File: config.mk
export PLATFORM = sky130hd
export DESIGN_NAME = base64_strict_decoder
export DESIGN_NICKNAME = d
export VERILOG_FILES = /design/src/sv/b64sd_pkg.sv /design/src/sv/b64sd_front.sv /design/src/sv/b64sd_queue.sv /design/src/sv/b64sd_back.sv /design/src/sv/base64_strict_decoder.sv
export SDC_FILE = /design/constraint.sdc
export NUM_CORES = 1
export LEC_CHECK = 0
export ABC_AREA = 1
export BUFFER_PORTS_ARGS = -buffer_cell sky130_fd_sc_hd__buf_2
export CAP_MARGIN = 20
export CORE_MARGIN = 5
export CORE_UTILIZATION = 65
export DETAILED_ROUTE_END_ITERATION = 8
export PLACE_DENSITY_LB_ADDON = 0.3
export SYNTH_ARGS = -nofsm -noshare
export SYNTH_HDL_FRONTEND = slang
export SYNTH_HIERARCHICAL = 1
export SYNTH_SLANG_ARGS = --single-unit
File: constraint.sdc
create_clock -name clock -period 10.1 [get_ports clock]
set_clock_uncertainty 0.15 [all_clocks]
set_input_delay 1.01 -clock clock [delete_from_list [all_inputs] [get_ports clock]]
set_output_delay 1.01 -clock clock [all_outputs]
set_load 0.1 [all_outputs]
File: src/sv/b64sd_pkg.sv
// ---------------------------------------------------------------------------
// base64 strict decoder package
// Payload types for both channels and the job record passed front to back.
// ---------------------------------------------------------------------------
package b64sd_pkg;

   // one input text character
   typedef struct packed {
      logic [7:0] char_code;
      logic       final_char;
   } req_type;

   // one decoded result
   typedef struct packed {
      logic [7:0] out_byte;
      logic       is_error;
      logic       run_last;
      logic       text_done;
   } rsp_type;

   // index of the last byte of a job (one to three bytes)
   localparam int unsigned ByteIdxWidth = 2;

   // work item for the back end: a full group or an error
   typedef struct packed {
      logic [23:0]             packed_bytes;
      logic [ByteIdxWidth-1:0] last_idx;
      logic                    is_error;
      logic                    text_done;
   } job_type;

endpackage

File: src/sv/b64sd_front.sv
// ---------------------------------------------------------------------------
// b64sd front end
// Classifies each character, tracks the group and discard state, and forms
// one job per completed group or per error.
// ---------------------------------------------------------------------------
module b64sd_front
   import b64sd_pkg::*;
(
   input  logic    clock,
   input  logic    reset,
   input  logic    accept,
   input  req_type req_data,
   output logic    job_valid,
   output job_type job
);

   localparam logic [7:0] CharPad   = 8'h3D;  // '='
   localparam logic [7:0] CharPlus  = 8'h2B;  // '+'
   localparam logic [7:0] CharSlash = 8'h2F;  // '/'
   localparam logic [7:0] CharUpA   = 8'h41;
   localparam logic [7:0] CharUpZ   = 8'h5A;
   localparam logic [7:0] CharLoA   = 8'h61;
   localparam logic [7:0] CharLoZ   = 8'h7A;
   localparam logic [7:0] CharDig0  = 8'h30;
   localparam logic [7:0] CharDig9  = 8'h39;
   localparam logic [7:0] OffsetLo  = 8'd26;
   localparam logic [7:0] OffsetDig = 8'd52;
   localparam logic [5:0] SextetPlus  = 6'd62;
   localparam logic [5:0] SextetSlash = 6'd63;

   // group state
   logic [1:0]  pos_ff, pos_in;
   logic [17:0] acc_ff, acc_in;
   logic        tpad_ff, tpad_in;
   logic        disc_ff, disc_in;

   // character classification
   logic [7:0] ch;
   logic       fin;
   logic       is_pad;
   logic       bad_char;
   logic [7:0] sx_wide;
   logic [5:0] sx;
   logic [5:0] sx_pad0;

   // job helpers
   logic       raise_error;
   logic       emit_group;
   logic [1:0] emit_last;

   assign ch     = req_data.char_code;
   assign fin    = req_data.final_char;
   assign is_pad = (ch == CharPad);

   // alphabet lookup
   always_comb begin
      bad_char = 1'b0;
      sx_wide  = 8'd0;
      priority if (ch >= CharUpA && ch <= CharUpZ) begin
         sx_wide = ch - CharUpA;
      end else if (ch >= CharLoA && ch <= CharLoZ) begin
         sx_wide = ch - CharLoA + OffsetLo;
      end else if (ch >= CharDig0 && ch <= CharDig9) begin
         sx_wide = ch - CharDig0 + OffsetDig;
      end else if (ch == CharPlus) begin
         sx_wide = {2'b00, SextetPlus};
      end else if (ch == CharSlash) begin
         sx_wide = {2'b00, SextetSlash};
      end else begin
         bad_char = 1'b1;
      end
   end

   assign sx      = sx_wide[5:0];
   assign sx_pad0 = is_pad ? 6'd0 : sx;

   // group sequencing and checks
   always_comb begin
      pos_in      = pos_ff;
      acc_in      = acc_ff;
      tpad_in     = tpad_ff;
      disc_in     = disc_ff;
      raise_error = 1'b0;
      emit_group  = 1'b0;
      emit_last   = 2'd2;
      if (accept) begin
         if (disc_ff) begin
            // drop the rest of a failed text up to its final character
            if (fin) begin
               disc_in = 1'b0;
               pos_in  = 2'd0;
               acc_in  = 18'd0;
               tpad_in = 1'b0;
            end
         end else begin
            unique case (pos_ff)
               2'd0, 2'd1: begin
                  if (bad_char || fin) begin
                     raise_error = 1'b1;
                  end else begin
                     acc_in = {acc_ff[11:0], sx};
                     pos_in = pos_ff + 2'd1;
                  end
               end
               2'd2: begin
                  if (fin || (bad_char && !is_pad)) begin
                     raise_error = 1'b1;
                  end else begin
                     tpad_in = is_pad;
                     acc_in  = {acc_ff[11:0], sx_pad0};
                     pos_in  = 2'd3;
                  end
               end
               2'd3: begin
                  if (is_pad ? !fin : (bad_char || tpad_ff)) begin
                     raise_error = 1'b1;
                  end else begin
                     emit_group = 1'b1;
                     emit_last  = tpad_ff ? 2'd0 : (is_pad ? 2'd1 : 2'd2);
                     pos_in     = 2'd0;
                     acc_in     = 18'd0;
                     tpad_in    = 1'b0;
                  end
               end
               default: begin
                  raise_error = 1'b1;
               end
            endcase
            // an error clears the group and may start discarding
            if (raise_error) begin
               pos_in  = 2'd0;
               acc_in  = 18'd0;
               tpad_in = 1'b0;
               disc_in = !fin;
            end
         end
      end
   end

   // job record
   always_comb begin
      job_valid = raise_error || emit_group;
      if (raise_error) begin
         job.packed_bytes = 24'd0;
         job.last_idx     = 2'd0;
         job.is_error     = 1'b1;
         job.text_done    = 1'b1;
      end else begin
         job.packed_bytes = {acc_ff, sx_pad0};
         job.last_idx     = emit_last;
         job.is_error     = 1'b0;
         job.text_done    = fin;
      end
   end

   // state registers
   always_ff @(posedge clock) begin
      if (reset) begin
         pos_ff  <= 2'd0;
         acc_ff  <= 18'd0;
         tpad_ff <= 1'b0;
         disc_ff <= 1'b0;
      end else begin
         pos_ff  <= pos_in;
         acc_ff  <= acc_in;
         tpad_ff <= tpad_in;
         disc_ff <= disc_in;
      end
   end

endmodule

File: src/sv/b64sd_queue.sv
// ---------------------------------------------------------------------------
// b64sd job queue
// Small first-in first-out store of jobs between the front and back ends.
// ---------------------------------------------------------------------------
module b64sd_queue
   import b64sd_pkg::*;
#(
   parameter int unsigned DEPTH = 4
)
(
   input  logic    clock,
   input  logic    reset,
   input  logic    wr_en,
   input  job_type wr_job,
   input  logic    rd_en,
   output job_type rd_job,
   output logic    full,
   output logic    empty
);

   localparam int unsigned PtrWidth = (DEPTH > 1) ? $clog2(DEPTH) : 1;
   localparam int unsigned CntWidth = $clog2(DEPTH + 1);
   localparam logic [PtrWidth-1:0] LastPtr = PtrWidth'(DEPTH - 1);
   localparam logic [CntWidth-1:0] FullCnt = CntWidth'(DEPTH);

   job_type              slots_ff [DEPTH];
   logic [PtrWidth-1:0]  wr_ptr_ff, wr_ptr_in;
   logic [PtrWidth-1:0]  rd_ptr_ff, rd_ptr_in;
   logic [CntWidth-1:0]  cnt_ff, cnt_in;
   logic                 do_wr;
   logic                 do_rd;

   assign full   = (cnt_ff == FullCnt);
   assign empty  = (cnt_ff == '0);
   assign do_wr  = wr_en && !full;
   assign do_rd  = rd_en && !empty;
   assign rd_job = slots_ff[rd_ptr_ff];

   // pointer and count update
   always_comb begin
      wr_ptr_in = wr_ptr_ff;
      rd_ptr_in = rd_ptr_ff;
      cnt_in    = cnt_ff;
      if (do_wr) begin
         wr_ptr_in = (wr_ptr_ff == LastPtr) ? '0 : wr_ptr_ff + 1'b1;
      end
      if (do_rd) begin
         rd_ptr_in = (rd_ptr_ff == LastPtr) ? '0 : rd_ptr_ff + 1'b1;
      end
      if (do_wr && !do_rd) begin
         cnt_in = cnt_ff + 1'b1;
      end else if (do_rd && !do_wr) begin
         cnt_in = cnt_ff - 1'b1;
      end
   end

   always_ff @(posedge clock) begin
      if (reset) begin
         wr_ptr_ff <= '0;
         rd_ptr_ff <= '0;
         cnt_ff    <= '0;
      end else begin
         wr_ptr_ff <= wr_ptr_in;
         rd_ptr_ff <= rd_ptr_in;
         cnt_ff    <= cnt_in;
      end
   end

   // job storage
   always_ff @(posedge clock) begin
      if (do_wr) begin
         slots_ff[wr_ptr_ff] <= wr_job;
      end
   end

endmodule

File: src/sv/b64sd_back.sv
// ---------------------------------------------------------------------------
// b64sd back end
// Walks the bytes of the oldest job, one result per transfer, and retires
// the job after its last byte.
// ---------------------------------------------------------------------------
module b64sd_back
   import b64sd_pkg::*;
(
   input  logic    clock,
   input  logic    reset,
   input  job_type head,
   input  logic    head_valid,
   input  logic    pop,
   output rsp_type rsp_data,
   output logic    retire
);

   logic [ByteIdxWidth-1:0] idx_ff, idx_in;
   logic                    at_last;
   logic                    xfer;

   assign at_last = (idx_ff == head.last_idx);
   assign xfer    = pop && head_valid;
   assign retire  = xfer && at_last;

   // byte select and flags
   always_comb begin
      unique case (idx_ff)
         2'd0:    rsp_data.out_byte = head.packed_bytes[23:16];
         2'd1:    rsp_data.out_byte = head.packed_bytes[15:8];
         2'd2:    rsp_data.out_byte = head.packed_bytes[7:0];
         default: rsp_data.out_byte = 8'd0;
      endcase
      rsp_data.is_error  = head.is_error;
      rsp_data.run_last  = at_last;
      rsp_data.text_done = at_last && head.text_done;
   end

   // byte index within the current job
   always_comb begin
      idx_in = idx_ff;
      if (retire) begin
         idx_in = '0;
      end else if (xfer) begin
         idx_in = idx_ff + 1'b1;
      end
   end

   always_ff @(posedge clock) begin
      if (reset) begin
         idx_ff <= '0;
      end else begin
         idx_ff <= idx_in;
      end
   end

endmodule

File: src/sv/base64_strict_decoder.sv
// ---------------------------------------------------------------------------
// base64 strict decoder
// Streaming RFC 4648 base64 decoder with strict padding and length checks.
//
//   channel   ports                        transfer when
//   input     push, full, req_data         push && !full
//   result    empty, pop, rsp_data         pop && !empty
//
// One character is taken per cycle while the job queue has room.
// A completed group or an error becomes one queued job; the back end sends
// one to three results from it, one per cycle while pop is high.
// full rises only when all QUEUE_DEPTH job slots hold unfinished jobs.
// Reset is synchronous and clears the group state, queue and byte index.
// ---------------------------------------------------------------------------
module base64_strict_decoder
   import b64sd_pkg::*;
#(
   parameter int unsigned QUEUE_DEPTH = 4
)
(
   input  logic    clock,
   input  logic    reset,
   input  logic    push,
   output logic    full,
   input  req_type req_data,
   output logic    empty,
   input  logic    pop,
   output rsp_type rsp_data
);

   logic    accept;
   logic    job_valid;
   job_type job;
   job_type head;
   logic    retire;

   assign accept = push && !full;

   // character classification and group tracking
   b64sd_front u_front (
      .clock     (clock),
      .reset     (reset),
      .accept    (accept),
      .req_data  (req_data),
      .job_valid (job_valid),
      .job       (job)
   );

   // jobs waiting for the back end
   b64sd_queue #(
      .DEPTH (QUEUE_DEPTH)
   ) u_queue (
      .clock  (clock),
      .reset  (reset),
      .wr_en  (job_valid),
      .wr_job (job),
      .rd_en  (retire),
      .rd_job (head),
      .full   (full),
      .empty  (empty)
   );

   // result sequencing
   b64sd_back u_back (
      .clock      (clock),
      .reset      (reset),
      .head       (head),
      .head_valid (!empty),
      .pop        (pop),
      .rsp_data   (rsp_data),
      .retire     (retire)
   );

endmodule

==> key figures, run 1 <==
Global route
  – Initial antenna violation count: 0
  – Vias in the first global route: between 5,000 and 6,000
  – Largest net degree at the start of global routing: 58
  – First-pass GRT wire length: 27,100 µm
  – Grt ovf: 0
  – Total GRT Usage: 0.258

Clock tree
  – CTS tree: done
  – Clk_lat worst skew: 0.41 ns
  – CTS root buffer: clkbuf_16
  – Clock Tree Buf Depth: 2
  – Gates resized, CTS repair: 0
  – H-tree depth: 4
  – Clk sinks: 145
  – # hold bufs at CTS: 0
  – Setup bufs post-CTS: 0
  – Clock slew at reported path FFs: 0.06 ns
  – Cts bufs inserted: 17

Die
  – Core ar.: 0.0113 mm²
  – Die height: 117 µm
  – Die area: between 0.01 and 0.015 mm²
  – Starting Density: 0.656
  – Row count: 39
  – I/O Pins: 26
  – Die width: 117 µm

Logic synthesis
  – Ys async rst share: 0
  – Count leader, synth: nor2_1
  – Gate Count Post-Synth: 808
  – Synth Area per Inst: 9.20 µm²
  – Synth cell types: 43
  – Synth area leaders: edfxtp_1 45%, dfxtp_1 8.9%, nor2_1 8.5%
  – Mapped Nets: 845
  – Area leader, netlist: edfxtp_1
  – Commonest cells post-synth: 168 x nor2_1, 140 x nand2_1, 112 x edfxtp_1, 80 x inv_1, 54 x o21ai_0
  – Seq cells post-synth: 145
  – Synthesized area: between 0.007 and 0.008 mm²
  – Yosys warns: 6
  – Sequential share of the synthesized area: 0.542
  – EDFF count, synth: 112
  – Share of the synthesized area in the top cell type: 0.453
  – Synth Flop Type: edfxtp_1

Final layout
  – # diodes: 0
  – Fillers: 790
  – Share of layout cells above drive strength 1: 0.142
  – Multi-input gate area: 0.00281 mm²
  – FF/Latch Area: 0.00402 mm²
  – Nets@finish: 862
  – Synth-to-Final Area Change: 9.26%

Worst setup path
  – Crit path top cell by count: nand2_2
  – CP Data Arrival Time: 3.02 ns
  – R2R cell count: 15
  – Critical path class: flip-flop to primary output
  – Critical path launch point type: flip-flop
  – Crit. End Element: primary output
  – R2r endpoint: u_queue/cnt_ff[1]$_SDFFE_PP0P_
  – Worst path depth: 10
  – CP endpoint: rsp_data[0]
  – Critical Path RT: 8.94 ns
  – CP Buf/Inv Count: 4
  – Worst Path Max Fanout: 29
  – Crit-path cells: buf_4 > clkinv_1 > o21ai_1 > o22ai_1 > inv_1 > nand2_2 > nand2_2 > nand2_1 > nor2_1 > buf_2
  – CP max stage cell: clkinv_1
  – Slowest stage delay, CP: 0.76 ns
  – Flop-to-flop setup slack: 6.58 ns
  – Crit-path leading delay family: buffers and inverters

Place
  – I/O Buffers: 25
  – Placer congestion estimate: 0.911
  – Detail Placement HPWL: 10,700 µm

STA
  – Final Hold Violating Endpoints: 0
  – Setup TNS: 0 ns
  – Minimum clock period: 4.18 ns
  – Slew @ Worst Pin: 0.952 ns
  – Pins Over Slew Limit: 0
  – Final period utilization: 0.414
  – RSZ-0062 raised after global routing: no
  – Fmax: 239 MHz
  – Setup violators final: 0
  – Relative slew margins: 0.364

Power and ir drop
  – Power Density: 273 mW/mm²
  – Peak supply drop: approximately 0.21 mV
  – Leak pwr: between 3 and 4 nW
  – Total power: 2.22 mW

Detailed routing
  – Metal2 WL: 8120 µm
  – DR vias/cell: 5.74
  – DRT Pass-1 Iters: 7
  – Routed Antenna Nets: 0
  – DR WL/cell: around 17 µm
  – Via Count: 5,628
  – Top layer reached by signal wires: met4
  – DRC: 0
  – Metal3 WL: 1340 µm
  – Detailed-route wire length: 16,600 µm
  – Wl on met1: 6800 µm
  – Initial DRC Count: 796

Worst hold path
  – Hold Path Class: flip-flop to flip-flop

Run status
  – Status: finished, final reports clean

Flow run
  – Max-cap violations: 0
## worst min-delay path by stage
stage / startpoint / end / slack, ns / cells past startpoint
5_1_grt: u_front/acc_ff[7]$_SDFFE_PP0P_ / u_front/acc_ff[7]$_SDFFE_PP0P_ / 0.40 / 2
2_1_floorplan: u_front/acc_ff[12]$_SDFFE_PP0P_ / u_front/acc_ff[12]$_SDFFE_PP0P_ / 0.31 / 2
4_1_cts: u_front/acc_ff[7]$_SDFFE_PP0P_ / u_front/acc_ff[7]$_SDFFE_PP0P_ / 0.34 / 2
6_report: u_front/acc_ff[7]$_SDFFE_PP0P_ / u_front/acc_ff[7]$_SDFFE_PP0P_ / 0.35 / 2
3_3_place_gp: u_front/acc_ff[8]$_SDFFE_PP0P_ / u_front/acc_ff[8]$_SDFFE_PP0P_ / 0.32 / 2
3_5_place_dp: u_front/acc_ff[7]$_SDFFE_PP0P_ / u_front/acc_ff[7]$_SDFFE_PP0P_ / 0.33 / 2
## layer usage
metal  vias to the layer above  GRT usage
met3                        35     0.0576
met5                         -          0
met1                      2646      0.339
met4                         0     0.0940
li1                       2686          -
met2                       261      0.425
## sequential cells by signal, indices dropped and copies added, names as in the netlist, 2 cells and up, named ones only
register           count
u_queue/slots_ff     112
u_front/acc_ff        18
u_queue/cnt_ff         3
u_back/idx_ff          2
u_front/pos_ff         2
u_queue/rd_ptr_ff      2
u_queue/wr_ptr_ff      2
## worst register-to-register path: cells and delay by family, from the launching register on
family / cells / cell delay (ns)
AND/OR/NAND/NOR: 5 / 0.37
AO/OA/AOI/OAI: 3 / 0.62
adder cells (fa/ha/maj): 2 / 0.63
flip-flops: 1 / 0.30
buffers and inverters: 5 / 1.36
## power by group
group	internal [mW]	switching, mW
logic	0.175	0.637
clock network	0.369	0.237
registers	0.760	0.0377
total	1.30	0.912
## cells by family (layout without fill, tap and decap cells)
group,Yosys count,after routing,share of synthesized area
AO/OA/AOI/OAI,114,114,0.0862
adder cells (fa/ha/maj),24,24,0.0414
AND/OR/NAND/NOR,389,389,0.236
buffers and inverters,125,155,0.0815
flip-flops,145,145,0.542
XOR/XNOR,11,11,0.0130
## through the flow
step,util,hold WS (ns),setup slack (ns),cell area [µm²],cells
after floorplan,-,0.305,5.80,7430,808
after global placement,0.665,0.317,5.80,7530,949
after detailed placement,0.665,0.333,5.63,7530,949
after CTS,0.717,0.341,5.96,8120,981
after global routing,0.717,0.398,5.70,8120,981
final,0.717,0.352,5.92,8120,981
## cell type report
type                            instances  share of cell area
Clock buffer                           21              0.0595
Timing Repair Buffer                   31              0.0210
Sequential cell                       145               0.496
Clock inverter                         11              0.0128
Inverter                               92              0.0428
Tap cell                              143              0.0220
Multi-Input combinational cell        538               0.346
## layout by cell type (no fill, tap or decap), types with 2 or more instances in the layout
cell / n
clkinv_2: 3
o21ai_1: 15
clkbuf_1: 2
dfxtp_1: 33
nand3_4: 2
buf_2: 25
nand2_2: 5
xor2_1: 11
nand2_1: 140
o21ai_0: 54
nor3_2: 2
buf_4: 6
clkinv_1: 2
nor2_1: 164
nand3_1: 26
o21ai_2: 2
clkinv_4: 4
inv_2: 9
nand3b_1: 2
ha_1: 23
o22ai_1: 28
nand3_2: 4
nand2_4: 11
a21oi_1: 8
clkinvlp_4: 2
nor2_2: 18
nand4_1: 10
clkbuf_16: 19
edfxtp_1: 112
inv_1: 80
Note: power is estimated with default switching activity, not from simulation.
==> run 2: changes to the inputs <==
CORE_UTILIZATION = 56   (was 65)
clock period = 3.7 ns   (was 10.1 ns; I/O delays follow)
==> run 2 against run 1 <==
Final area up 2.5%. Sequential power increased to 2.7 times the previous value. Sequential share of layout area shrank 1.2 points.
==> key figures, run 2 (synthesis gave the netlist of run 1 again) <==
Run status
  – Status: finished, final reports clean

STA
  – Relative slew margins: 0.525
  – Minimum clock period: around 3.2 ns
  – Slew @ Worst Pin: 0.711 ns
  – Worst hold-check slack: 0.0194 ns
  – Setup violators final: 0
  – Fmax: between 300 and 400 MHz
  – Pins Over Slew Limit: 0
  – RSZ-0062 raised after global routing: no
  – Final Hold Violating Endpoints: 0
  – Final period utilization: 0.866

Power and ir drop
  – Power Density: 759 mW/mm²
  – Total power: approximately 6.3 mW
  – Peak supply drop: 0.419 mV
  – Leak pwr: between 3 and 4 nW

Worst setup path
  – Crit-path cells: inv_2 > buf_4 > o21ai_0 > o22ai_1 > nand2_1 > nand3_1 > nand2_1 > inv_1 > buf_2
  – Crit-path leading delay family: buffers and inverters
  – Critical path class: flip-flop to primary output
  – Worst Path Max Fanout: 30
  – Crit. End Element: primary output
  – Slowest stage delay, CP: 0.42 ns
  – Crit path top cell by count: nand2_1
  – CP Buf/Inv Count: 4
  – Critical Path RT: 3.18 ns
  – Critical path launch point type: flip-flop
  – CP max stage cell: inv_2
  – CP Data Arrival Time: 2.69 ns

Detailed routing
  – DRT Pass-1 Iters: 5
  – DR vias/cell: 5.49
  – DRC: 0
  – DR WL/cell: 16.1 µm
  – Via Count: approximately 5,600
  – Detailed-route wire length: 16,300 µm
  – Initial DRC Count: 523
  – Routed Antenna Nets: 0

Final layout
  – Nets@finish: between 800 and 900
  – Multi-input gate area: 0.00281 mm²
  – Post-Layout Cell Count: 1,017
  – Synth-to-Final Area Change: 12.0%
  – Largest Register: u_queue/slots_ff
  – Fillers: 1,029
  – Largest register FFs: between 100 and 150
  – Commonest non-fill, non-tap cell in the layout: nor2_1
  – # diodes: 0
  – Share of layout cells above drive strength 1: 0.147
  – FF/Latch Area: 0.00402 mm²
  – Commonest cells after routing, fill and taps aside: 164 x nor2_1, 140 x nand2_1, 112 x edfxtp_1
  – Top flop regs: u_queue/slots_ff (112), u_front/acc_ff (18), u_queue/cnt_ff (3)

Place
  – I/O Buffers: 25
  – Placer congestion estimate: 0.915
  – DP Cell Count: 985
  – Detail Placement HPWL: 10,500 µm

Die
  – Die height: 125 µm
  – Starting Density: 0.566
  – Core ar.: 0.0131 mm²
  – Row count: 42
  – Die area: 0.0157 mm²
  – Die width: 125 µm
  – I/O Pins: 26

Clock tree
  – Cts bufs inserted: 17
  – Setup bufs post-CTS: 0
  – Clock slew at reported path FFs: 0.06 ns
  – Clk sinks: 145
  – Clock Tree Buf Depth: 2
  – Clk_lat worst skew: 0.42 ns
  – CTS tree: done
  – CTS root buffer: clkbuf_16
  – H-tree depth: 4
  – # hold bufs at CTS: 0
  – Gates resized, CTS repair: 0

Flow run
  – Max-cap violations: 0

Global route
  – Grt ovf: 0
  – Total GRT Usage: 0.210
  – First-pass GRT wire length: 26,600 µm
  – Initial antenna violation count: 0
  – Vias in the first global route: 5,384
  – Largest net degree at the start of global routing: 55

Worst hold path
  – Hold Path Class: input port to flip-flop
run 2: cell types whose count changed in the layout (fill, tap and decap cells not counted):
cell,change
buf_4,-1
buf_12,+6
clkbuf_16,-2
bufinv_16,+3
clkbuf_1,-2
clkinvlp_4,-1
inv_8,+3
buf_2,-2
inv_6,+3
clkinv_2,-3
clkinv_4,-1
run 2: through the flow:
stage	setup WS [ns]	setup TNS (ns)	cell area, µm²	util
floorplan	-0.0220	-2.46	7430	-
global placement	0.355	0	7680	0.584
detailed placement	0.216	0	7680	0.584
CTS	0.513	0	8320	0.634
global route	0.351	0	8320	0.634
finish	0.494	0	8320	0.634
run 2: worst paths after layout:
kind | start | to | slack (ns) | cells past startpoint
max | flip-flop | rsp_data[3] | 0.49 | 9
min | reset | u_queue/cnt_ff[0]$_SDFFE_PP0P_ | 0.02 | 2
max reg2reg | u_front/pos_ff[0]$_SDFFE_PP0P_ | u_queue/cnt_ff[1]$_SDFFE_PP0P_ | 0.65 | 15
min reg2reg | u_front/acc_ff[6]$_SDFFE_PP0P_ | u_front/acc_ff[6]$_SDFFE_PP0P_ | 0.33 | 2
run 2: power by group:
part / switching (mW) / total (mW) / leakage, nW / internal (mW)
clock: 0.700 / 1.85 / 0.315 / 1.15
combinational: 1.76 / 2.29 / 1.85 / 0.532
sequential: 0.105 / 2.18 / 1.31 / 2.07
total: 2.56 / 6.32 / 3.47 / 3.76
run 2: routing by layer:
layer	vias up	wire length, µm	GRT usage
met5	-	0	0
met4	0	203	0.0670
met3	15	1030	0.0452
met2	197	8150	0.354
met1	2666	6950	0.274
li1	2708	-	-
run 2: layout make-up:
| class | instances | share of cell area |
|---|---|---|
| Inverter | 92 | 0.0418 |
| Sequential cell | 145 | 0.483 |
| Clock buffer | 17 | 0.0511 |
| Timing Repair Buffer | 34 | 0.0328 |
| Clock inverter | 15 | 0.0268 |
| Multi-Input combinational cell | 538 | 0.338 |
| Tap cell | 176 | 0.0265 |
